[src/hdl/lpg_pkg.sv]
// Shared types, widths and helpers for the line pixel generator.
// No dependencies; every other file in hdl/ imports this package.
package lpg_pkg;

    localparam int LPG_CB       = 16;
    localparam int LPG_STEP_W   = 12;
    localparam int LPG_COLOUR_W = 24;
    localparam int LPG_OFS_W    = 25;
    localparam int LPG_DIM_W    = 13;
    localparam int LPG_PITCH_W  = 14;
    localparam int LPG_CFG_IDX_W = 2;

    localparam int LPG_EW = (LPG_CB > LPG_STEP_W) ? LPG_CB : LPG_STEP_W;
    localparam int LPG_QW = LPG_EW;
    localparam int LPG_NW = LPG_CB + LPG_EW;
    localparam int LPG_WW = LPG_EW + 3;
    localparam int LPG_PROD_W = LPG_DIM_W + LPG_PITCH_W;

    typedef enum logic [LPG_CFG_IDX_W-1:0] {
        REG_WIDTH,
        REG_HEIGHT,
        REG_PITCH
    } t_cfg_reg;

    typedef struct packed {
        logic signed [LPG_CB-1:0]  start_x;
        logic signed [LPG_CB-1:0]  start_y;
        logic signed [LPG_CB-1:0]  end_x;
        logic signed [LPG_CB-1:0]  end_y;
        logic [LPG_COLOUR_W-1:0]   pixel_colour;
        logic [LPG_STEP_W-1:0]     step_index;
    } t_lpg_in;

    typedef struct packed {
        logic signed [LPG_CB-1:0]  pixel_x;
        logic signed [LPG_CB-1:0]  pixel_y;
        logic [LPG_OFS_W-1:0]      word_offset;
        logic [LPG_COLOUR_W-1:0]   colour_out;
        logic                      write_pixel;
        logic                      final_step;
    } t_lpg_out;

    typedef struct packed {
        logic [LPG_DIM_W-1:0]   width;
        logic [LPG_DIM_W-1:0]   height;
        logic [LPG_PITCH_W-1:0] pitch;
    } t_lpg_cfg;

    // per-item context carried alongside the divider
    typedef struct packed {
        logic                      xmaj;
        logic                      pre_ok;
        logic                      last;
        logic                      q_neg;
        logic                      da_zero;
        logic signed [LPG_CB-1:0]  b1;
        logic signed [LPG_WW-1:0]  major;
        logic [LPG_COLOUR_W-1:0]   colour;
    } t_lpg_side;

    function automatic logic signed [LPG_WW-1:0] lpg_dim_ext(input logic [LPG_DIM_W-1:0] v);
        return $signed(LPG_WW'(v));
    endfunction

endpackage

[src/hdl/lpg_div.sv]
// Pipelined restoring divider, one quotient bit per stage, magnitudes only.
// Item context rides along in t_lpg_side. Uses lpg_pkg.
module lpg_div import lpg_pkg::*; (
    input  logic                i_clk,
    input  logic                i_rst_n,
    input  logic                i_adv,
    input  logic                i_valid,
    input  logic [LPG_NW-1:0]   i_num,
    input  logic [LPG_CB-1:0]   i_den,
    input  t_lpg_side           i_side,
    output logic                o_valid,
    output logic [LPG_QW-1:0]   o_quo,
    output t_lpg_side           o_side
);

    localparam int STAGES = LPG_QW;

    logic [STAGES-1:0]   r_v;
    logic [LPG_NW-1:0]   r_rem  [STAGES-1];
    logic [LPG_CB-1:0]   r_den  [STAGES-1];
    logic [LPG_QW-1:0]   r_quo  [STAGES];
    t_lpg_side           r_side [STAGES];

    logic [LPG_NW-1:0]   w_rem_in [STAGES];
    logic [LPG_CB-1:0]   w_den_in [STAGES];
    logic [LPG_QW-1:0]   w_quo_in [STAGES];
    logic [LPG_NW:0]     w_trial  [STAGES];
    logic [LPG_NW-1:0]   n_rem    [STAGES-1];
    logic [LPG_QW-1:0]   n_quo    [STAGES];

    always_comb begin
        w_rem_in[0] = i_num;
        w_den_in[0] = i_den;
        w_quo_in[0] = '0;
        for (int k = 1; k < STAGES; k++) begin
            w_rem_in[k] = r_rem[k-1];
            w_den_in[k] = r_den[k-1];
            w_quo_in[k] = r_quo[k-1];
        end
        for (int k = 0; k < STAGES; k++) begin
            w_trial[k] = {1'b0, w_rem_in[k]}
                         - ((LPG_NW+1)'(w_den_in[k]) << (STAGES - 1 - k));
            n_quo[k]   = {w_quo_in[k][LPG_QW-2:0], !w_trial[k][LPG_NW]};
        end
        for (int k = 0; k < STAGES - 1; k++) begin
            n_rem[k] = w_trial[k][LPG_NW] ? w_rem_in[k] : w_trial[k][LPG_NW-1:0];
        end
    end

    always_ff @(posedge i_clk) begin
        if (!i_rst_n) begin
            r_v <= '0;
        end else if (i_adv) begin
            r_v <= {r_v[STAGES-2:0], i_valid};
        end
    end

    always_ff @(posedge i_clk) begin
        if (i_adv) begin
            r_side[0] <= i_side;
            for (int k = 1; k < STAGES; k++) begin
                r_side[k] <= r_side[k-1];
            end
            for (int k = 0; k < STAGES; k++) begin
                r_quo[k] <= n_quo[k];
            end
            for (int k = 0; k < STAGES - 1; k++) begin
                r_rem[k] <= n_rem[k];
                r_den[k] <= w_den_in[k];
            end
        end
    end

    assign o_valid = r_v[STAGES-1];
    assign o_quo   = r_quo[STAGES-1];
    assign o_side  = r_side[STAGES-1];

endmodule

[config.mk]
export PLATFORM = sky130hd
export DESIGN_NAME = lpg_div
export DESIGN_NICKNAME = d
export VERILOG_FILES = /design/src/hdl/lpg_pkg.sv /design/src/hdl/lpg_div.sv
export SDC_FILE = /design/constraint.sdc
export NUM_CORES = 2
export LEC_CHECK = 0
export BUFFER_PORTS_ARGS = -buffer_cell sky130_fd_sc_hd__clkbuf_2
export CORE_MARGIN = 2
export CORE_UTILIZATION = 39
export CTS_BUF_LIST = sky130_fd_sc_hd__clkbuf_4
export DETAILED_ROUTE_END_ITERATION = 10
export GPL_TIMING_DRIVEN = 0
export PLACE_DENSITY_LB_ADDON = 0.05
export SLEW_MARGIN = 40
export SYNTH_ARGS = -nofsm -noshare
export SYNTH_HDL_FRONTEND = slang
export SYNTH_SLANG_ARGS = --single-unit
[constraint.sdc]
create_clock -name i_clk -period 8.6 [get_ports i_clk]
set_input_delay 0.86 -clock i_clk [delete_from_list [all_inputs] [get_ports i_clk]]
set_output_delay 0.86 -clock i_clk [all_outputs]
set_load 0.02 [all_outputs]
### Yosys cells after proc, flatten, opt, wreduce, memory -nomap -nowiden

Memories as Yosys holds them, arrays and structs flattened.
Cells that the tools add are included.

* reduce and logical (&&, ||, !) cells: 16
* add/sub/neg operators: 16
* mux-type cells: 17

Operator list (number)
* two-way mux 32 bit: 15
* subtractor 32 x 16 -> 33 bit: 1
* subtractor 32 x 17 -> 33 bit: 1
* subtractor 32 x 18 -> 33 bit: 1
* subtractor 32 x 19 -> 33 bit: 1
* subtractor 32 x 20 -> 33 bit: 1
* subtractor 32 x 21 -> 33 bit: 1
* subtractor 32 x 22 -> 33 bit: 1
* subtractor 32 x 23 -> 33 bit: 1
* subtractor 32 x 24 -> 33 bit: 1
* subtractor 32 x 25 -> 33 bit: 1
* subtractor 32 x 26 -> 33 bit: 1
* subtractor 32 x 27 -> 33 bit: 1
* subtractor 32 x 28 -> 33 bit: 1
* subtractor 32 x 29 -> 33 bit: 1
* subtractor 32 x 30 -> 33 bit: 1
* subtractor 32 x 31 -> 33 bit: 1
* zero test 1 bit: 16
* two-way mux 1 bit: 2

* bits of input ports: 116
* output and inout port bits: 81
* word-level logic and storage cells: 54
* memory bits (writable): 2000
* bits in registers: 16
* memories kept: 4

Memory list
* r_side: depth 16, bits a word 64, rd ports 16, clocked after Yosys merged registers in 0, write ports 16, RTL line lpg_div.sv:22 `t_lpg_side r_side [STAGES];`
* r_rem: depth 15, bits a word 32, rd ports 15, clocked after Yosys merged registers in 0, write ports 15, RTL line lpg_div.sv:19 `logic [LPG_NW-1:0] r_rem [STAGES-1];`
* r_quo: depth 16, bits a word 16, rd ports 16, clocked after Yosys merged registers in 0, write ports 16, RTL line lpg_div.sv:21 `logic [LPG_QW-1:0] r_quo [STAGES];`
* r_den: depth 15, bits a word 16, rd ports 15, clocked after Yosys merged registers in 0, write ports 15, RTL line lpg_div.sv:20 `logic [LPG_CB-1:0] r_den [STAGES-1];`

### Longest topological paths before layout

An unclocked memory read counts as a cell.

* word-level depth: 3
* depth in mapped cells: 14
* gate-level depth less buffers: 12

### Least setup slack after synthesis

OpenSTA, ideal clock, no wires.

* path kind: in2reg
* start: input port i_den[1]
* end: memory r_rem[0][31] (netlist bit) (data pin)
* setup slack: 5.000 ns
* arrival time: 3.340 ns
* path buffers: 1
* stages on the path: 11
* library setup time: 0.260 ns
* required time: 8.340 ns
* cell sequence: inv_1 -> ha_1 -> nor2b_1 -> o31a_1 -> o41a_1 -> o41ai_1 -> a21oi_1 -> o21ai_0 -> clkbuf_1 -> nor2_1 -> mux2_2

RTL lines
* start, declared: RTL line lpg_div.sv:9 `input logic [LPG_CB-1:0] i_den,`
* end, declared: RTL line lpg_div.sv:19

==> qor.yml <==
outcome: "finished, final reports clean"
tightest_slew_ns: 0.8870
syn_nets: 5089
clockBufferDepth: 4
critPathKind: "in2reg"
yosysUniqueCellTypes: 83
routed_wl_um: 125000
dp_cells: 7440
insertion_delay_ns: 1.28
vias_per_cell: 4.695
grt_pass1_wl_um: 200900
crit_fanout: 10
async_flop_share_pct: 0
antenna_found_initial: 2
fmax_mhz: 214.0
setup_tns_ns: 0
clockRootBuffer: "clkbuf_4"
layout-area-overhead-vs-synth_pct: 16.69
start_util_pct: 39.36
setup_viol: 0
gp_congestion: 0.9267
postLayoutCellArea_um2: 87520
dpl_cell_area_um2: 79950
met3_length_um: 5824
finalCritPeriodShare_pct: 54.34
synth-seq-cells: 1896
ctsResizeCount: 0
grt_overflow_total: 0
num-fill-cells: 16940
portBuffers: 196
hp-start: "i_side[52]"
reg2reg_from: "r_rem[0][14]$_DFFE_PP_"
critPathArrivalTime_ns: 5.73
crit_start: "i_den[1]"
skew_ns: 0.08010
io_pins: 197
grt_use_total_pct: 12.69
drt_pre_antenna_iters: 5
synth_edf_count: 1880
hp-class: "in2reg"
rsz0062_at_grt: "no"
coreArea_um2: 190600
first_iter_violations: 1779
ys_seq_area_share_pct: 75.69
finalHoldViolCount: 0
routedWlPerCell_um: 14.84
peakVddDrop_v: 0.0001276
pwr-share-clk_pct: 31.2
syn_avg_cell_area_um2: 15.95
post_cts_buffers: 0
cts_num_sinks: 1896
drv_cap: 0
route.met2.wl_um: 66180
pwr_density_cell_nw_per_um2: 284.1
slew_viol_final: 0
num_vias: 39550
hpwl_um: 83710
ys_warn_count: 0
p_seq_share_pct: 49.1
whs_ns: 0.2683
ant_nets: 0
syn_area_um2: 75000
met1_length_um: 46570
cts_tree: "done"
startpoint_type: "input port"
final-instance-count-excl-fill: 8423
layout_setup_ws_ns: 3.927
grt_pass1_vias: 41832
swShare_pct: 27.22
layout.nets: 5970
route.detailed.drc: 0
drive_gt1_share_pct: 20.19
p_switching_mw: 6.768
final.min_clock_period_ns: 4.673
postCtsHoldBufs: 117
cts_buffers: 536
grt_start_max_net_pins: 76
top_layer: "met4"
power.share.combinational_pct: 19.7
htreeDepth: 6
relSlewSlack_pct: 40.71
endpoint_kind: "flip-flop"
synthFlopType: "edfxtp_1"
rows: 160
die_height_um: 442.5
die_w_um: 442.5
required_ns: 9.65
p_int_mw: 18.09
p_leak_nw: 32.67
syn_inst: 4703
cts.clk_slew.worst_paths_ns: 0.06
dieArea_um2: 195800
preCtsSetupSlack_ns: 3.705
-- power by group through the flow --
stage | Combinational, mW | Sequential, mW | Clock (mW)
floorplan | 3.62 | 12.2 | 0
global placement | 4.70 | 13.1 | 0
detailed placement | 4.83 | 12.4 | 0
CTS | 4.89 | 12.2 | 8.23
global route | 5.51 | 12.3 | 8.72
finish | 4.90 | 12.2 | 7.76
-- state kept, by name, indices dropped and copies added (netlist names) --
signal  flops
r_den     240
r_side   1024
r_quo     136
r_v        16
r_rem     480
-- metrics by stage --
| step | utilization (%) | power, mW |
|---|---|---|
| after floorplan | - | 15.79 |
| after global placement | 41.52 | 17.80 |
| after detailed placement | 41.95 | 17.23 |
| after CTS | 45.90 | 25.33 |
| after global routing | 45.92 | 26.55 |
| final | 45.92 | 24.86 |
-- area by class of cell --
cell class | count | area (um^2) | area share [%]
antenna | 12 | 30.03 | 0.03431
clock buffer | 782 | 5871 | 6.707
inverter | 331 | 1242 | 1.420
timing repair buffer | 343 | 2942 | 3.361
buffer | 126 | 739.5 | 0.8449
tap | 2511 | 3142 | 3.590
multi-input combinational | 2350 | 16290 | 18.62
sequential | 1896 | 56770 | 64.87
clock inverter | 72 | 490.5 | 0.5604
-- layout by cell type, fill, tap and decap left out, types with 29 or more instances in the layout --
master / count
or3_1: 29
clkbuf_2: 195
xor2_1: 124
inv_1: 330
nand2b_1: 52
nor4_1: 36
nand2_1: 260
nor3_1: 82
clkinv_1: 42
a211oi_1: 31
a21oi_1: 216
nand3_1: 49
clkbuf_1: 55
xnor2_1: 141
o21ai_0: 244
dlygate4sd3_1: 117
a21o_1: 74
edfxtp_1: 1880
o31ai_1: 35
nor2_1: 223
mux2_2: 49
nor2b_1: 69
clkbuf_4: 782
o21a_1: 58
ha_1: 255
buf_4: 64
-- worst max-delay path, stage by stage --
cell	delay, ns
dlygate4sd3_1	0.53
clkbuf_2	0.14
inv_1	0.05
ha_1	0.25
nor2b_1	0.14
o31a_1	0.27
o41a_1	0.38
o41ai_1	0.71
a21oi_1	0.24
o21ai_0	0.74
clkbuf_1	0.50
nor2_1	0.07
mux2_2	0.27
dlygate4sd3_1	0.55
-- metal layers --
layer | vias to the layer above | GRT usage [%]
met2 | 832 | 23.29
met1 | 18554 | 12.23
met4 | 0 | 8.301
met3 | 400 | 3.812
met5 | - | 0
li1 | 19764 | -
-- final timing paths --
path | slack [ns] | cells past startpoint | endpoint
worst max register to register | 4.20 | 13 | r_rem[0][46]$_DFFE_PP_
worst max-delay path | 3.93 | 14 | r_rem[0][31]$_DFFE_PP_
worst min-delay path | 0.27 | 2 | r_side[0][52]$_DFFE_PP_
worst min register to register | 0.37 | 0 | r_side[0][453]$_DFFE_PP_
-- synth_stat cells, types with 10 or more instances --
master     instances  share of area [%]
o31a_1            17               0.20
nor2_1           223                1.1
ha_1             255                4.3
o41ai_1           10               0.12
and2_1            12               0.10
and3_1            18               0.15
o2111ai_1         15               0.18
o21ai_0          244                1.6
buf_4             64               0.64
nor4_1            38               0.32
edfxtp_1        1880                 75
a21o_1            74               0.74
mux2_2            49               0.74
clkbuf_1          55               0.28
nand2_1          260                1.3
or2_2             12               0.10
a31oi_1           13               0.11
o21a_1            58               0.58
inv_1            330                1.7
nand2b_1          52               0.43
mux2i_1           17               0.23
or3_1             29               0.24
dfxtp_1           16               0.43
nand3_1           49               0.33
or4_1             21               0.21
nor3_1            82               0.55
a211oi_1          31               0.31
a21oi_1          216                1.4
nor2b_1           69               0.58
nand4_1           20               0.17
o21bai_1          24               0.24
o31ai_1           35               0.35
o211ai_1          21               0.21
fa_1              15               0.40
xor2_1           124                1.4
xnor2_1          141                1.6
-- kinds of logic after synthesis --
| logic type | after synthesis | synth area share, % |
|---|---|---|
| buffers and inverters | 457 | 2.642 |
| AO/OA/AOI/OAI | 828 | 6.935 |
| XOR/XNOR | 265 | 3.094 |
| adder cells (fa/ha/maj) | 270 | 4.654 |
| AND/OR/NAND/NOR | 919 | 5.982 |
| multiplexers | 68 | 0.9976 |
| flip-flops | 1896 | 75.69 |
Power figures use the tool's default switching activity.
