### src/hdl/lpg_pkg.sv
// Shared types, widths and helpers for the line pixel generator.
// No dependencies; every other file in hdl/ imports this package.
package lpg_pkg;

    localparam int LPG_CB       = 16;
    localparam int LPG_STEP_W   = 12;
    localparam int LPG_COLOUR_W = 24;
    localparam int LPG_OFS_W    = 25;
    localparam int LPG_DIM_W    = 13;
    localparam int LPG_PITCH_W  = 14;
    localparam int LPG_CFG_IDX_W = 2;

    localparam int LPG_EW = (LPG_CB > LPG_STEP_W) ? LPG_CB : LPG_STEP_W;
    localparam int LPG_QW = LPG_EW;
    localparam int LPG_NW = LPG_CB + LPG_EW;
    localparam int LPG_WW = LPG_EW + 3;
    localparam int LPG_PROD_W = LPG_DIM_W + LPG_PITCH_W;

    typedef enum logic [LPG_CFG_IDX_W-1:0] {
        REG_WIDTH,
        REG_HEIGHT,
        REG_PITCH
    } t_cfg_reg;

    typedef struct packed {
        logic signed [LPG_CB-1:0]  start_x;
        logic signed [LPG_CB-1:0]  start_y;
        logic signed [LPG_CB-1:0]  end_x;
        logic signed [LPG_CB-1:0]  end_y;
        logic [LPG_COLOUR_W-1:0]   pixel_colour;
        logic [LPG_STEP_W-1:0]     step_index;
    } t_lpg_in;

    typedef struct packed {
        logic signed [LPG_CB-1:0]  pixel_x;
        logic signed [LPG_CB-1:0]  pixel_y;
        logic [LPG_OFS_W-1:0]      word_offset;
        logic [LPG_COLOUR_W-1:0]   colour_out;
        logic                      write_pixel;
        logic                      final_step;
    } t_lpg_out;

    typedef struct packed {
        logic [LPG_DIM_W-1:0]   width;
        logic [LPG_DIM_W-1:0]   height;
        logic [LPG_PITCH_W-1:0] pitch;
    } t_lpg_cfg;

    // per-item context carried alongside the divider
    typedef struct packed {
        logic                      xmaj;
        logic                      pre_ok;
        logic                      last;
        logic                      q_neg;
        logic                      da_zero;
        logic signed [LPG_CB-1:0]  b1;
        logic signed [LPG_WW-1:0]  major;
        logic [LPG_COLOUR_W-1:0]   colour;
    } t_lpg_side;

    function automatic logic signed [LPG_WW-1:0] lpg_dim_ext(input logic [LPG_DIM_W-1:0] v);
        return $signed(LPG_WW'(v));
    endfunction

endpackage

### src/hdl/lpg_skid.sv
// Input skid register for the line pixel generator request channel.
// Depends on lpg_pkg for the request type.
module lpg_skid import lpg_pkg::*; (
    input  logic    i_clk,
    input  logic    i_rst_n,
    input  logic    i_valid,
    output logic    o_stall,
    input  t_lpg_in i_data,
    input  logic    i_adv,
    output logic    o_valid,
    output t_lpg_in o_data
);

    logic    r_full;
    t_lpg_in r_buf;

    assign o_stall = r_full;
    assign o_valid = r_full | i_valid;
    assign o_data  = r_full ? r_buf : i_data;

    always_ff @(posedge i_clk) begin
        if (!i_rst_n) begin
            r_full <= 1'b0;
        end else if (r_full) begin
            if (i_adv) begin
                r_full <= 1'b0;
            end
        end else if (i_valid && !i_adv) begin
            r_full <= 1'b1;
        end
    end

    always_ff @(posedge i_clk) begin
        if (!r_full && i_valid && !i_adv) begin
            r_buf <= i_data;
        end
    end

endmodule

### config.mk
export PLATFORM = sky130hd
export DESIGN_NAME = lpg_skid
export DESIGN_NICKNAME = d
export VERILOG_FILES = /design/src/hdl/lpg_pkg.sv /design/src/hdl/lpg_skid.sv
export SDC_FILE = /design/constraint.sdc
export NUM_CORES = 1
export LEC_CHECK = 0
export BUFFER_PORTS_ARGS = -buffer_cell sky130_fd_sc_hd__buf_2
export CAP_MARGIN = 10
export CELL_PAD_IN_SITES_DETAIL_PLACEMENT = 0
export CELL_PAD_IN_SITES_GLOBAL_PLACEMENT = 1
export CORE_MARGIN = 2
export CORE_UTILIZATION = 35
export CTS_CLUSTER_DIAMETER = 80
export DETAILED_ROUTE_END_ITERATION = 7
export HOLD_SLACK_MARGIN = 0.03
export PLACE_DENSITY_LB_ADDON = 0.15
export REMOVE_ABC_BUFFERS = 1
export SYNTH_ARGS = -nofsm -noshare
export SYNTH_HDL_FRONTEND = slang
export SYNTH_SLANG_ARGS = --single-unit
### constraint.sdc
create_clock -name i_clk -period 8.9 [get_ports i_clk]
set_clock_uncertainty 0.2 [all_clocks]
set_input_delay 1.335 -clock i_clk [delete_from_list [all_inputs] [get_ports i_clk]]
set_output_delay 1.335 -clock i_clk [all_outputs]
set_load 0.005 [all_outputs]
# After elaboration in Yosys (flattened, before gate mapping)

Cells that the tools add are included.

Logic and storage cells: 17
Output and inout port bits: 102
Register bits: 101
Input bits: 104

Bitwise logic cells: 1
Muxes and demuxes: 4
Reductions and logical operators: 5

Operator list:

| kind                | count |
|---|---|
| 100-bit two-way mux | 1 |
| 1-bit logical AND   | 3 |
| 1-bit two-way mux   | 3 |
| 1-bit logical NOT   | 2 |
| 1-bit OR            | 1 |

# Depth between registers and ports, before layout

Gate-level depths: netlist (run 1).

Word-level depth: 4
Gate-level depth with buffers: 3
Gate-level depth less buffers: 2

# Worst setup path before layout (run 1)

Ideal clock, no wire load.

Kind: input-to-reg
Start point: input port i_adv
End point: register r_buf[0] (netlist bit) (enable)
Arrival time: 8.551 ns
Stages on the path: 1
Path slack: -0.552 ns
Buffers on the path: 0
Data required time: 7.999 ns
Cell sequence: nor3b_1

Cells in the longest elaborated chain, start to end: 2

RTL lines:

| item                 | line           | source |
|---|---|---|
| from (decl)          | lpg_skid.sv:9  | `input logic i_adv,` |
| 1-bit logical NOT    | lpg_skid.sv:34 | `if (!r_full && i_valid && !i_adv) begin` |
| 1-bit logical AND    | lpg_skid.sv:34 |  |
| to (signal assigned) | lpg_skid.sv:35 | `r_buf <= i_data;` |
| to (decl)            | lpg_skid.sv:15 | `t_lpg_in r_buf;` |

Every way passes these cells.
A chain may end at the register's enable or synchronous reset.

==> results of run 1 <==
[final cells by class]
type / instances / area share, %
flip-flops and latches: 101 / 50.03
multi-input cells: 103 / 23.97
repair buffers: 208 / 17.33
clock buffers: 12 / 3.909
well taps: 172 / 3.557
clock inverters: 4 / 1.200
[cell usage after synthesis (all sizes together)]
master    n
buf      11
edfxtp  100
mux2    100
dfxtp     1
or2       1
nor3b     1
and3b     1
[power breakdown]
group / switching [uW] / leakage, uW / internal, uW
registers: 12.0 / 0.000942 / 547
logic: 51.1 / 0.00148 / 84.8
clock network: 162 / 0.000147 / 246
total: 225 / 0.00257 / 878
[kinds of logic after synthesis]
| group | count (synthesis) | synth area share, % |
|---|---|---|
| flops | 101 | 66.07 |
| mux | 100 | 31.09 |
| buf+inv | 11 | 2.352 |
| simple gates | 3 | 0.4924 |
[how the worst max path moves through the flow]
stage	end	start	cells after the start
after global placement	r_buf[64]$_DFFE_PP_	i_adv	4
after detailed placement	r_buf[5]$_DFFE_PP_	i_adv	4
after CTS	o_data[8]	o_stall$_SDFF_PN0_	3
after floorplan	r_buf[0]$_DFFE_PP_	o_stall$_SDFF_PN0_	1
after global routing	o_data[99]	o_stall$_SDFF_PN0_	3
final	o_data[1]	o_stall$_SDFF_PN0_	3
[routing by layer]
layer,vias to the layer above,global-route usage [%]
met5,-,0
met2,108,23.95
met4,0,4.217
met1,1286,14.50
li1,1261,-
met3,12,6.081
[critical path: stages (launching register included)]
cell and delay [ps]:
dfxtp_4 1120, buf_4 650, mux2_2 400, buf_2 120
[per-stage QoR]
step / worst slack [ps] / total power (uW)
after floorplan: -2273 / 649.6
after global placement: 4946 / 706.6
after detailed placement: 4877 / 708.8
after CTS: 4605 / 1122
after global routing: 4508 / 1149
final: 4679 / 1103
[state kept, by name, summed over array words and instances (netlist names)]
| register | flops |
|---|---|
| r_buf | 100 |
| o_stall | 1 |
==> results.ini, run 1 <==
[min_path]
hp-class = in -> reg
min_to = r_buf[99]$_DFFE_PP_
hold_depth = 1
hp-start = i_data[99]

[clocking]
post_cts_resize_count = 0
path_clk_slew_ps = 70
htreeDepth = 3
cts_buffers = 9
cts_tree = done
cts_root_buf = clkbuf_16
insertion_delay_ps = 330
cts_setup_buffers = 0
cts_hold_buf = 0
cts_buffer_depth = 2
cts.sinks = 101

[layout]
multiInputGateArea_mm2 = 0.001450
final_nets = 527
mostFrequentLayoutCells = buf_2, edfxtp_1, mux2_4, mux2_2, clkbuf_16
register_area_mm2 = 0.003027
final_common_cell = buf_2
finalNonFillerCells = 600
n_antenna_cell = 0
fin_area_mm2 = 0.006050
drive_gt1_share_pct = 75.47
utilization_pct = 47.74
nFillCells = 1148
layout-area-overhead-vs-synth_pct = 32.21

[routing]
wl_met1_mm = 3.676
final_antenna_net_count = 0
drc = 0
wire_per_inst_um = 15.88
drtIter0Drc = 112
via_count = 2667
first_pass_iters = 4
top_layer_used = met4
wl_mm = 9.530
wl_met3_um = 843
viasPerCell = 4.445
routed-wl-met2_mm = 4.869

[logic_synthesis]
synth_top_area_cell = edfxtp_1
synthCells = 215
synthesis.area_mm2 = 0.004576
synth_seq_cells = 101
synth_warnings = 0
syn_area_per_cell_um2 = 21.28
yosysSeqAreaShare_pct = 66.07
ys_top_cells_by_area = edfxtp_1, mux2_4, mux2_2, buf_6, dfxtp_1
ys_types = 10
synth_top_area_share_pct = 65.63

[critical_path]
reg2reg_slack_ps = 5550
crit_type = reg -> out
r2r_cells = 3
crit_path_end_kind = output port
crit_path_start_kind = register
r2r_start = o_stall$_SDFF_PN0_
critPathArrivalTime_ps = 2690
rr_endpoint = r_buf[76]$_DFFE_PP_
cp_max_fo = 69
required_ps = 7360

[place]
io_buffers = 205
placed_cell_area_mm2 = 0.005741
post-place-cells = 584
dp_hpwl_mm = 6.950
finalWeightedCongestion = 0.7621

[die]
io_pins = 206
fp.dieH_um = 118.3
die_width_um = 118.3
die_area_mm2 = 0.01400
rows = 41
start_util_pct = 36.11
core_area_mm2 = 0.01267

[flow_run]
cap_violations = 0

[timing]
slew_violations = 0
fin_crit_ps = 4221
post-route-period-util_pct = 47.42
setup-tns-final_ps = 0
rsz0062_at_grt = false
tightest_slew_ps = 1179
finalHoldWorstSlack_ps = 987.8
relSlewSlack_pct = 21.39
hold_viol = 0
finalSetupViolCount = 0
clock.fmax_mhz = 236.9

[power_and_ir_drop]
cellPowerDensity_mw_per_mm2 = 182.4
leakage_uw = 0.002569
ir_drop_v = 0.0001453

[grt]
grt_start_max_net_pins = 70
grt_overflow = 0
grt_pass1_vias = 2854
antenna_found_initial = 0
track_usage_pct = 13.58
grt_first_pass_wirelength_mm = 14.84

[run_status]
status = finished, final reports clean

Note: power is estimated with default switching activity, not from simulation.
==> run 2: changes to the inputs <==
- clock period: 8.9 -> 3.5 ns (I/O delays scaled with it)
==> run 2 against run 1 <==
Cell count increased by 0.17%; core utilization about the same; non-clock buffer count increased by 1; clock-buffer cell count decreased by 2; critical path depth unchanged; clock power increased by 130%; global-route usage decreased by 0.27 points; wire length decreased by 1.4%.
==> results.ini, run 2 (synthesis results as in run 1) <==
[critical_path]
critPathArrivalTime_ps = 2080  ; -610 ps
crit_type = reg -> out
crit_path_start_kind = register
crit_path_end_kind = output port
cp_max_fo = 45  ; -35%
required_ps = 2770  ; -4590 ps
r2r_cells = 2  ; -1

[layout]
largest_reg_flops = 100  ; unchanged
layout-area-overhead-vs-synth_pct = 32.35
n_antenna_cell = 0  ; unchanged
nFillCells = 1136  ; -1.0%
finalNonFillerCells = 601  ; +0.17%
final_nets = 528  ; +0.19%
mostFrequentLayoutCells = buf_2, edfxtp_1, mux2_4, mux2_2, clkbuf_16
register_area_mm2 = 0.003027  ; unchanged
top_register = r_buf
final_common_cell = buf_2
drive_gt1_share_pct = 75.29  ; -0.18 points
multiInputGateArea_mm2 = 0.001450  ; unchanged
fin_area_mm2 = 0.006056  ; +0.10%

[clocking]
cts.sinks = 101  ; unchanged
cts_root_buf = clkbuf_16
post_cts_resize_count = 0  ; unchanged
cts_buffers = 9  ; unchanged
cts_setup_buffers = 0  ; unchanged
cts_tree = done
cts_buffer_depth = 2  ; unchanged
cts_hold_buf = 0  ; unchanged
insertion_delay_ps = 340  ; about the same
path_clk_slew_ps = 70  ; about the same
htreeDepth = 3  ; unchanged

[grt]
grt_pass1_vias = 2631  ; -7.8%
grt_overflow = 0  ; unchanged
grt_start_max_net_pins = 56  ; -20%
antenna_found_initial = 1  ; +1
grt_first_pass_wirelength_mm = 14.24  ; -4.0%
track_usage_pct = 13.31  ; -0.27 points

[routing]
viasPerCell = 4.478  ; +0.73%
drc = 0  ; unchanged
drtIter0Drc = 108  ; -3.6%
final_antenna_net_count = 0  ; unchanged
first_pass_iters = 6  ; +2
wl_mm = 9.395  ; -1.4%
via_count = 2691  ; +0.90%
wire_per_inst_um = 15.63  ; -1.6%

[die]
start_util_pct = 36.11  ; unchanged
die_width_um = 118.3  ; unchanged
core_area_mm2 = 0.01267  ; unchanged
rows = 41  ; unchanged
die_area_mm2 = 0.01400  ; unchanged
io_pins = 206  ; unchanged
fp.dieH_um = 118.3  ; unchanged

[place]
dp_hpwl_mm = 6.812  ; -2.0%
finalWeightedCongestion = 0.7323  ; -3.9%
placed_cell_area_mm2 = 0.005773  ; +0.57%
io_buffers = 205  ; unchanged
post-place-cells = 585  ; +0.17%

[timing]
post-route-period-util_pct = 80.19
relSlewSlack_pct = 47.78  ; +26 points
finalSetupViolCount = 0  ; unchanged
tightest_slew_ps = 783.3  ; -395.8 ps
slew_violations = 0  ; unchanged
rsz0062_at_grt = false
setup-tns-final_ps = 0  ; unchanged
hold_viol = 0  ; unchanged
clock.fmax_mhz = 356.3
fin_crit_ps = 2807

[flow_run]
cap_violations = 0  ; unchanged

[power_and_ir_drop]
cellPowerDensity_mw_per_mm2 = 450.3  ; +150%
total_power_uw = 2727  ; +150%
leakage_uw = 0.002568  ; about the same
ir_drop_v = 0.0003285  ; +130%

[min_path]
hp-class = in -> reg
hold_depth = 1  ; unchanged

[run_status]
status = finished, final reports clean

-- run 2: cell types whose count changed in the layout (fill, tap and decap cells not counted) --
cell / before / now
clkinv_1: 0 / 3
buf_12: 0 / 2
clkbuf_1: 3 / 1
buf_4: 3 / 2
bufinv_16: 2 / 1
-- run 2: worst paths after layout --
check | endpoint | from | slack, ps
setup reg to reg | r_buf[20]$_DFFE_PP_ | o_stall$_SDFF_PN0_ | 1390
hold / removal | r_buf[4]$_DFFE_PP_ | i_data[4] | 170
setup / recovery | o_data[2] | o_stall$_SDFF_PN0_ | 690
hold reg to reg | o_stall$_SDFF_PN0_ | o_stall$_SDFF_PN0_ | 930
-- run 2: final cells by class --
class                   count  share of cell area (%)
clock buffers              10                   3.781
clock inverters             6                  0.8884
multi-input cells         103                   23.95
flip-flops and latches    101                   49.98
well taps                 172                   3.554
repair buffers            209                   17.85
-- run 2: stage by stage --
stage	setup WS (ps)	hold WS (ps)	utilization (%)
3_3_place_gp	1073	515.2	45.56
4_1_cts	673.7	146.1	47.79
5_1_grt	608.4	143.6	47.79
3_5_place_dp	1062	517.1	45.56
2_1_floorplan	-7673	423.9	-
6_report	693.5	165.2	47.79
-- run 2: routing by layer --
layer | vias up | global-route usage (%) | share of wire (%)
li1 | 1267 | - | -
met4 | 2 | 4.066 | 1.2
met2 | 108 | 21.35 | 49
met3 | 15 | 7.095 | 9.2
met5 | - | 0 | 0.14
met1 | 1299 | 15.35 | 41
-- run 2: where the power goes --
group | internal (uW) | switching, uW
Clock | 546 | 412
Combinational | 217 | 137
Sequential | 1390 | 24.2
-- run 2: worst max-delay path: stages, from the launching register on --
cell and delay [ps]:
dfxtp_4 850, buf_12 330, mux2_2 370, buf_2 130
