==> src/hdl/lpg_pkg.sv <==
// Shared types, widths and helpers for the line pixel generator.
// No dependencies; every other file in hdl/ imports this package.
package lpg_pkg;

    localparam int LPG_CB       = 16;
    localparam int LPG_STEP_W   = 12;
    localparam int LPG_COLOUR_W = 24;
    localparam int LPG_OFS_W    = 25;
    localparam int LPG_DIM_W    = 13;
    localparam int LPG_PITCH_W  = 14;
    localparam int LPG_CFG_IDX_W = 2;

    localparam int LPG_EW = (LPG_CB > LPG_STEP_W) ? LPG_CB : LPG_STEP_W;
    localparam int LPG_QW = LPG_EW;
    localparam int LPG_NW = LPG_CB + LPG_EW;
    localparam int LPG_WW = LPG_EW + 3;
    localparam int LPG_PROD_W = LPG_DIM_W + LPG_PITCH_W;

    typedef enum logic [LPG_CFG_IDX_W-1:0] {
        REG_WIDTH,
        REG_HEIGHT,
        REG_PITCH
    } t_cfg_reg;

    typedef struct packed {
        logic signed [LPG_CB-1:0]  start_x;
        logic signed [LPG_CB-1:0]  start_y;
        logic signed [LPG_CB-1:0]  end_x;
        logic signed [LPG_CB-1:0]  end_y;
        logic [LPG_COLOUR_W-1:0]   pixel_colour;
        logic [LPG_STEP_W-1:0]     step_index;
    } t_lpg_in;

    typedef struct packed {
        logic signed [LPG_CB-1:0]  pixel_x;
        logic signed [LPG_CB-1:0]  pixel_y;
        logic [LPG_OFS_W-1:0]      word_offset;
        logic [LPG_COLOUR_W-1:0]   colour_out;
        logic                      write_pixel;
        logic                      final_step;
    } t_lpg_out;

    typedef struct packed {
        logic [LPG_DIM_W-1:0]   width;
        logic [LPG_DIM_W-1:0]   height;
        logic [LPG_PITCH_W-1:0] pitch;
    } t_lpg_cfg;

    // per-item context carried alongside the divider
    typedef struct packed {
        logic                      xmaj;
        logic                      pre_ok;
        logic                      last;
        logic                      q_neg;
        logic                      da_zero;
        logic signed [LPG_CB-1:0]  b1;
        logic signed [LPG_WW-1:0]  major;
        logic [LPG_COLOUR_W-1:0]   colour;
    } t_lpg_side;

    function automatic logic signed [LPG_WW-1:0] lpg_dim_ext(input logic [LPG_DIM_W-1:0] v);
        return $signed(LPG_WW'(v));
    endfunction

endpackage

==> src/hdl/lpg_post.sv <==
// Back stages: signed minor coordinate, final canvas check, row offset
// multiply, offset add and the output register. Uses lpg_pkg.
module lpg_post import lpg_pkg::*; (
    input  logic                i_clk,
    input  logic                i_rst_n,
    input  logic                i_adv,
    input  logic                i_valid,
    input  logic [LPG_QW-1:0]   i_quo,
    input  t_lpg_side           i_side,
    input  t_lpg_cfg            i_cfg,
    output logic                o_valid,
    output t_lpg_out            o_rsp
);

    // stage 1
    logic                     r1_v;
    logic signed [LPG_WW-1:0] r1_bs;
    t_lpg_side                r1_side;
    logic signed [LPG_WW-1:0] w_b1;
    logic signed [LPG_WW-1:0] w_q;
    logic signed [LPG_WW-1:0] n1_bs;

    // stage 2
    logic                     r2_v;
    logic signed [LPG_WW-1:0] r2_px;
    logic signed [LPG_WW-1:0] r2_py;
    logic                     r2_write;
    logic                     r2_last;
    logic [LPG_COLOUR_W-1:0]  r2_colour;
    logic [LPG_DIM_W-1:0]     w_bmax;
    logic                     n2_write;

    // stage 3
    logic                     r3_v;
    logic [LPG_PROD_W-1:0]    r3_prod;
    logic signed [LPG_WW-1:0] r3_px;
    logic signed [LPG_WW-1:0] r3_py;
    logic                     r3_write;
    logic                     r3_last;
    logic [LPG_COLOUR_W-1:0]  r3_colour;

    // stage 4 (output)
    logic                     r4_v;
    t_lpg_out                 r4_rsp;
    logic [LPG_PROD_W-1:0]    w_sum;

    assign w_b1  = LPG_WW'(i_side.b1);
    assign w_q   = $signed(LPG_WW'(i_quo));

    always_comb begin
        if (i_side.da_zero) begin
            n1_bs = w_b1;
        end else if (i_side.q_neg) begin
            n1_bs = w_b1 - w_q;
        end else begin
            n1_bs = w_b1 + w_q;
        end
    end

    assign w_bmax   = r1_side.xmaj ? i_cfg.height : i_cfg.width;
    assign n2_write = r1_side.pre_ok && !r1_bs[LPG_WW-1] && (r1_bs < lpg_dim_ext(w_bmax));

    assign w_sum = LPG_PROD_W'(r3_px[LPG_DIM_W-1:0]) + r3_prod;

    always_ff @(posedge i_clk) begin
        if (!i_rst_n) begin
            r1_v <= 1'b0;
            r2_v <= 1'b0;
            r3_v <= 1'b0;
            r4_v <= 1'b0;
        end else if (i_adv) begin
            r1_v <= i_valid;
            r2_v <= r1_v;
            r3_v <= r2_v;
            r4_v <= r3_v;
        end
    end

    always_ff @(posedge i_clk) begin
        if (i_adv) begin
            r1_bs     <= n1_bs;
            r1_side   <= i_side;

            r2_px     <= r1_side.xmaj ? r1_side.major : r1_bs;
            r2_py     <= r1_side.xmaj ? r1_bs : r1_side.major;
            r2_write  <= n2_write;
            r2_last   <= r1_side.last;
            r2_colour <= r1_side.colour;

            r3_prod   <= LPG_PROD_W'(r2_py[LPG_DIM_W-1:0]) * LPG_PROD_W'(i_cfg.pitch);
            r3_px     <= r2_px;
            r3_py     <= r2_py;
            r3_write  <= r2_write;
            r3_last   <= r2_last;
            r3_colour <= r2_colour;

            r4_rsp.pixel_x     <= r3_px[LPG_CB-1:0];
            r4_rsp.pixel_y     <= r3_py[LPG_CB-1:0];
            r4_rsp.word_offset <= r3_write ? w_sum[LPG_OFS_W-1:0] : '0;
            r4_rsp.colour_out  <= r3_colour;
            r4_rsp.write_pixel <= r3_write;
            r4_rsp.final_step  <= r3_last;
        end
    end

    assign o_valid = r4_v;
    assign o_rsp   = r4_rsp;

endmodule

==> config.mk <==
export PLATFORM = sky130hd
export DESIGN_NAME = lpg_post
export DESIGN_NICKNAME = d
export VERILOG_FILES = /design/src/hdl/lpg_pkg.sv /design/src/hdl/lpg_post.sv
export SDC_FILE = /design/constraint.sdc
export NUM_CORES = 1
export LEC_CHECK = 0
export BUFFER_PORTS_ARGS = -buffer_cell sky130_fd_sc_hd__buf_4
export CAP_MARGIN = 25
export CORE_AREA = 5 5 195 197
export DETAILED_ROUTE_END_ITERATION = 12
export DIE_AREA = 0 0 200 202
export GPL_TIMING_DRIVEN = 0
export PLACE_DENSITY = 0.72
export SLEW_MARGIN = 10
export SYNTH_ARGS = -nofsm -noshare
export SYNTH_HDL_FRONTEND = slang
export SYNTH_SLANG_ARGS = --single-unit
==> constraint.sdc <==
create_clock -name i_clk -period 5 [get_ports i_clk]
set_input_delay 0.5 -clock i_clk [delete_from_list [all_inputs] [get_ports i_clk]]
set_output_delay 0.5 -clock i_clk [all_outputs]
set_load 0.02 [all_outputs]
Word-level counts from Yosys, hierarchy flattened
Index checks and enable logic that the tools add are counted.

Word-level logic and storage cells: 40. Flip-flop bits (word level): 290.

Reduce and logical (&&, ||, !) cells: 3. Magnitude comparators: 1. Multipliers: 1. Mux-type cells: 5. Add/subtract/negate cells: 3.

Operators by type and width (count): 19-bit two-way mux (2); 16-bit two-way mux (2); 13-bit by 25-bit adder with 25-bit output (1); 13-bit by 14-bit multiplier with 25-bit output (1); 19-bit by 14-bit < comparator with 1-bit output (1); 16-bit by 17-bit adder with 18-bit output (1); 16-bit by 17-bit subtractor with 18-bit output (1); 13-bit two-way mux (1); 1-bit logical AND (2); 1-bit logical NOT (1).

Longest topological paths before layout
Word-level depth: 3. Gate-level depth with buffers: 20.

Least setup slack after synthesis
No wires, ideal clock.

Path kind: input-to-reg. From: input i_cfg[11] (netlist name). To: register r3_prod[23], data pin. Data arrival time: 5.258 ns. Slack: -0.519 ns. Buffers on the path: 1. Stages: 19. Setup time: 0.261 ns. Cells stage by stage: clkbuf_1 > and2_1 > fa_1 > inv_1 > fa_1 > inv_1 > fa_1 > fa_1 > inv_1 > fa_1 > inv_1 > ha_1 > a21o_1 > a31o_2 > a21oi_1 > a21oi_1 > a221oi_2 > nor3_1 > a311o_1.

Cells in the longest elaborated chain, start to end: 1.

Ends and longest elaborated chain: from (decl) (line lpg_post.sv:10) `input t_lpg_cfg i_cfg,`; 13-bit by 14-bit multiplier with 25-bit output (line lpg_post.sv:90) `r3_prod <= LPG_PROD_W'(r2_py[LPG_DIM_W-1:0]) * LPG_PROD_W'(i_cfg.pitch);`; to (signal assigned) (line lpg_post.sv:90); to (decl) (line lpg_post.sv:35) `logic [LPG_PROD_W-1:0] r3_prod;`.

No other way between the ends. A chain may end at the register's enable or synchronous reset.

Worst setup path after layout
From: register r2_py[1]. To: register r3_prod[23], data pin.

Cells in the longest elaborated chain, start to end: 1.

Ends and longest elaborated chain: from (decl) (line lpg_post.sv:26) `logic signed [LPG_WW-1:0] r2_py;`; from (signal assigned) (line lpg_post.sv:85) `r2_py <= r1_side.xmaj ? r1_bs : r1_side.major;`; 13-bit by 14-bit multiplier with 25-bit output (line lpg_post.sv:90).

No other way between the ends.

==> flow_results.org <==
** Run
- The tool flagged a number of max-cap violations equal to 0.

** Placement
- The wire-length estimate of the detail-placed layout is 30.3 mm.
- I/O Buffers :: 203
- Once placement completed, the tool counted placed cells totaling 2117.
- At the end of routability-driven placement, the weighted congestion stood at 0.904.

** Hold path
- Worst hold path type :: in2reg

** GRT
- The initial antenna violation count came to 2.
- Grt total ovfl :: 0
- Vias in the first global route :: 11.8k
- Overall routing resource usage :: 19.5%
- Wire length of the first global-routing pass :: 62.4 mm
- Entering global routing, the biggest net connects 111 pins.

** Power
- Across the VDD grid, the largest voltage drop is 0.000549 V.
- Power spread over the standard cell area amounts to 645 nW/um^2.
- In this run the static leakage power is 9.22 nW.

** STA
- Setup violations remaining at the end of the flow were counted as 10.
- Clock skew on the completed layout was measured at 0.0261 ns.
- Post-route worst hold slack :: about 0.093 ns
- At the pin with the least slew margin, the transition time is 0.857 ns.
- Once routing completed, OpenROAD measured the worst setup slack at -0.445 ns.
- Tightest slew margin relative to the limit :: a little over two fifths
- Dividing the final minimum period by the clock period gives 109%.
- Final-report hold violation count :: 0
- Total negative setup slack :: -2.36 ns
- Count of pins over their slew limit :: 0
- RSZ-0062 raised after global routing :: true
- Minimum clock period after layout :: 5.45 ns
- Maximum achievable frequency :: ~180 MHz

** Route
- Count of antenna-violating nets left after detailed routing :: 0
- Routed via count :: 11.4k
- Iteration count of the initial detailed-routing pass :: 5
- WL/cell :: 17.9 microns
- Summed over all layers, the routed wires come to 39.5 mm.
- Number of DRC violations after detailed routing :: 0
- DR vias/cell :: roughly 5.2
- Starting DRC count in detailed routing :: 692

** Final layout
- 0 antenna diodes ended up in the layout.
- Utilization after layout :: 59.9%
- The final layout contains 2079 nets.
- Commonest cells after routing, fill and taps aside :: edfxtp_1, buf_4, inv_1, nand2_1, fa_1
- Excluding fillers, the count of instances in the completed layout stands at 2206.
- Fraction of final layout cells sized beyond drive strength 1 :: around 23%
- Most common cell after layout, fill and taps aside :: edfxtp_1
- Area growth, synth to finish :: 21.8%

** CTS
- After clock tree synthesis, the clock-pin slew on the worst setup and hold paths is 0.06 ns.
- Clk_lat worst skew :: 0.58 ns
- CTS root buf :: clkbuf_16
- CTS Buffer Depth :: 3
- Count of hold buffers inserted by post-cts repair :: 0
- H-tree depth :: 1
- The tree built by TritonCTS fans out to 289 sinks.
- Number of clock buffers inserted by TritonCTS :: 29
- Clock tree from TritonCTS :: yes

** Setup path
- Endpoint class of the critical path :: register
- For the worst setup path, the data arrival time is 5.76 ns.
- Endpoint of the worst setup timing path :: r3_prod[23]$_DFFE_PP_
- In this run the worst path has a maximum fanout of 7.
- The most critical setup path has its startpoint at r2_py[1]$_DFFE_PP_.
- Critical R2R Capture :: r3_prod[23]$_DFFE_PP_
- In this run the critical register-to-register path is launched from r2_py[1]$_DFFE_PP_.
- Required time at the worst-slack endpoint :: around 5.3 ns
- Worst Setup Path Type :: reg2reg
- The number of cells on the worst reg-to-reg path is 19.
- Startpoint class of the critical path :: register
- Worst setup slack for register-to-register paths :: -0.45 ns

** Floorplan
- In this run the count of I/O pins placed on the die edge is 208.
- From bottom edge to top edge, the die measures slightly above 200 microns.
- Cell Rows :: 70
- Core Area :: approximately 36000 sq um
- The initial utilization of the core area, before any placement, comes to 49.2%.
- In this run the horizontal extent of the chip is 200 microns.
- Full die area :: 40400 sq um

** Status
- The final reports fail on negative setup slack.
- The run finished, with violations left.

** Synth
- Each instance of the synthesized netlist takes up on average between 10 and 15 sq um.
- Measured against the total synthesized area, the mux share comes to 3.57%.
- Synth area leaders :: edfxtp_1, fa_1, ha_1
- Mapped Cells :: 1444
- Post-synthesis cell type count :: 63
- The biggest area contributor in the post-synthesis netlist is edfxtp_1.
- Cell Area, Synth :: 17700 sq um
- By area, the combinational part of the netlist is dominated by adder cells.
- Net Count, Synth :: 1807
- Summing the areas of all xor and xnor instances in the mapped netlist gives 2.42% of the synthesized area.
- The Yosys step of the flow raised 0 warnings.
- Portion of the post-synthesis area used by sequential elements :: 48.7%
- After Yosys synthesis, and, or, nand and nor cells account for 10.8% of the synthesized area.
- Counting flops with an async set or reset pin after synthesis yields a share of 0%.
- Among all flip-flop cells after synthesis, the most frequent one is edfxtp_1.
- Adder and majority gate portion of the synthesized area :: 22.5%
- Count of flip-flops with a built-in enable after synthesis :: between 200 and 300
- Fraction of synthesized cell area taken by the top area cell type :: 48.3%
- Synth Area in Compound Gates :: ~6.6%
- Number of flip-flops and latches in the synthesized netlist :: 289
[metrics by stage]
stage | worst slack (ns) | area, sq um | power (mW)
after global routing | -0.558 | 21600 | 15.0
final | -0.445 | 21600 | 13.9
after detailed placement | -0.974 | 20000 | 9.93
after CTS | -0.420 | 21400 | 13.0
after global placement | -0.910 | 19900 | 9.75
after floorplan | -0.215 | 17800 | 8.44
[area by class of cell]
type | count | area [sq um]
Buffer | 45 | 273
Clock buffer | 33 | 741
Clock inverter | 20 | 290
Fill cell | 2952 | 14500
Inverter | 213 | 800
Multi-Input combinational cell | 897 | 8390
Sequential cell | 289 | 8640
Tap cell | 468 | 586
Timing Repair Buffer | 241 | 1880
[worst min path at each step]
stage                             from                      to  cells after the start
6_report                    i_side[28]   r1_side[28]$_DFFE_PP_                      1
5_1_grt                     i_side[33]   r1_side[33]$_DFFE_PP_                      1
4_1_cts                     i_side[28]   r1_side[28]$_DFFE_PP_                      1
3_5_place_dp   r3_colour[22]$_DFFE_PP_     o_rsp[24]$_DFFE_PP_                      0
3_3_place_gp    r2_colour[5]$_DFFE_PP_  r3_colour[5]$_DFFE_PP_                      0
2_1_floorplan        r3_last$_DFFE_PP_      o_rsp[0]$_DFFE_PP_                      0
[state kept, by name, indices dropped and copies added, names as in the netlist]
| name | flops |
|---|---|
| r3_colour | 24 |
| r3_v | 1 |
| r2_colour | 24 |
| r2_last | 1 |
| r2_px | 16 |
| r1_v | 1 |
| o_rsp | 83 |
| r2_py | 16 |
| r3_write | 1 |
| r3_py | 16 |
| r3_prod | 25 |
| o_valid | 1 |
| r3_px | 16 |
| r1_bs | 18 |
| r3_last | 1 |
| r1_side | 43 |
| r2_v | 1 |
| r2_write | 1 |
[synthesized netlist by cell type, drive strengths merged, types with 5 or more instances]
cell      n
inv     212
o21a     18
nor2     52
nand2   141
nand3    15
a21o     17
o21ai    35
xor2     11
ha      106
nor4      5
o21bai    6
a211oi   12
clkbuf   41
nor2b    12
nand2b   10
edfxtp  285
a21oi    49
mux2i    25
and3      5
or3       5
fa      133
and2     90
nor4b     5
nor3b     9
nor3     14
xnor2    38
mux2     34
o31ai     7
[worst max-delay path, stage by stage (launching register included)]
cell and delay [ns]:
edfxtp_1 0.46, buf_8 0.17, and2_4 0.13, fa_1 0.54
inv_2 0.04, fa_1 0.54, inv_2 0.04, fa_1 0.49
fa_1 0.52, inv_1 0.05, fa_1 0.49, inv_2 0.05
ha_4 0.26, a21o_1 0.17, a31o_4 0.21, a21oi_4 0.15
a21oi_4 0.09, a221oi_4 0.37, nor3_2 0.08, a311o_1 0.34
[routing by layer]
layer,part of all wire (%),GRT usage [%]
met1,42,26.3
met2,49,32.4
met3,6.3,3.52
met4,2.6,5.63
met5,0.033,0
[cells by family (layout without fill, tap and decap cells)]
group	Yosys count	in the layout
flip-flops	289	289
AO/OA/AOI/OAI	174	174
XOR/XNOR	49	49
buffers and inverters	258	552
AND/OR/NAND/NOR	376	376
adder cells (fa/ha/maj)	239	239
multiplexers	59	59
[where the power goes]
| part | internal (mW) | switching [mW] |
|---|---|---|
| registers | 3.31 | 0.150 |
| logic | 3.86 | 4.28 |
| clock network | 1.43 | 0.900 |
| total | 8.60 | 5.33 |
[what timing repair did]
| item | CTS | global route |
|---|---|---|
| pin swaps | 30 | 25 |
| endpoints found under the setup margin | 13 | 13 |
| setup buffers | 25 | 11 |
| gates resized for setup | 44 | 38 |
(Power assumes the default switching activity.)
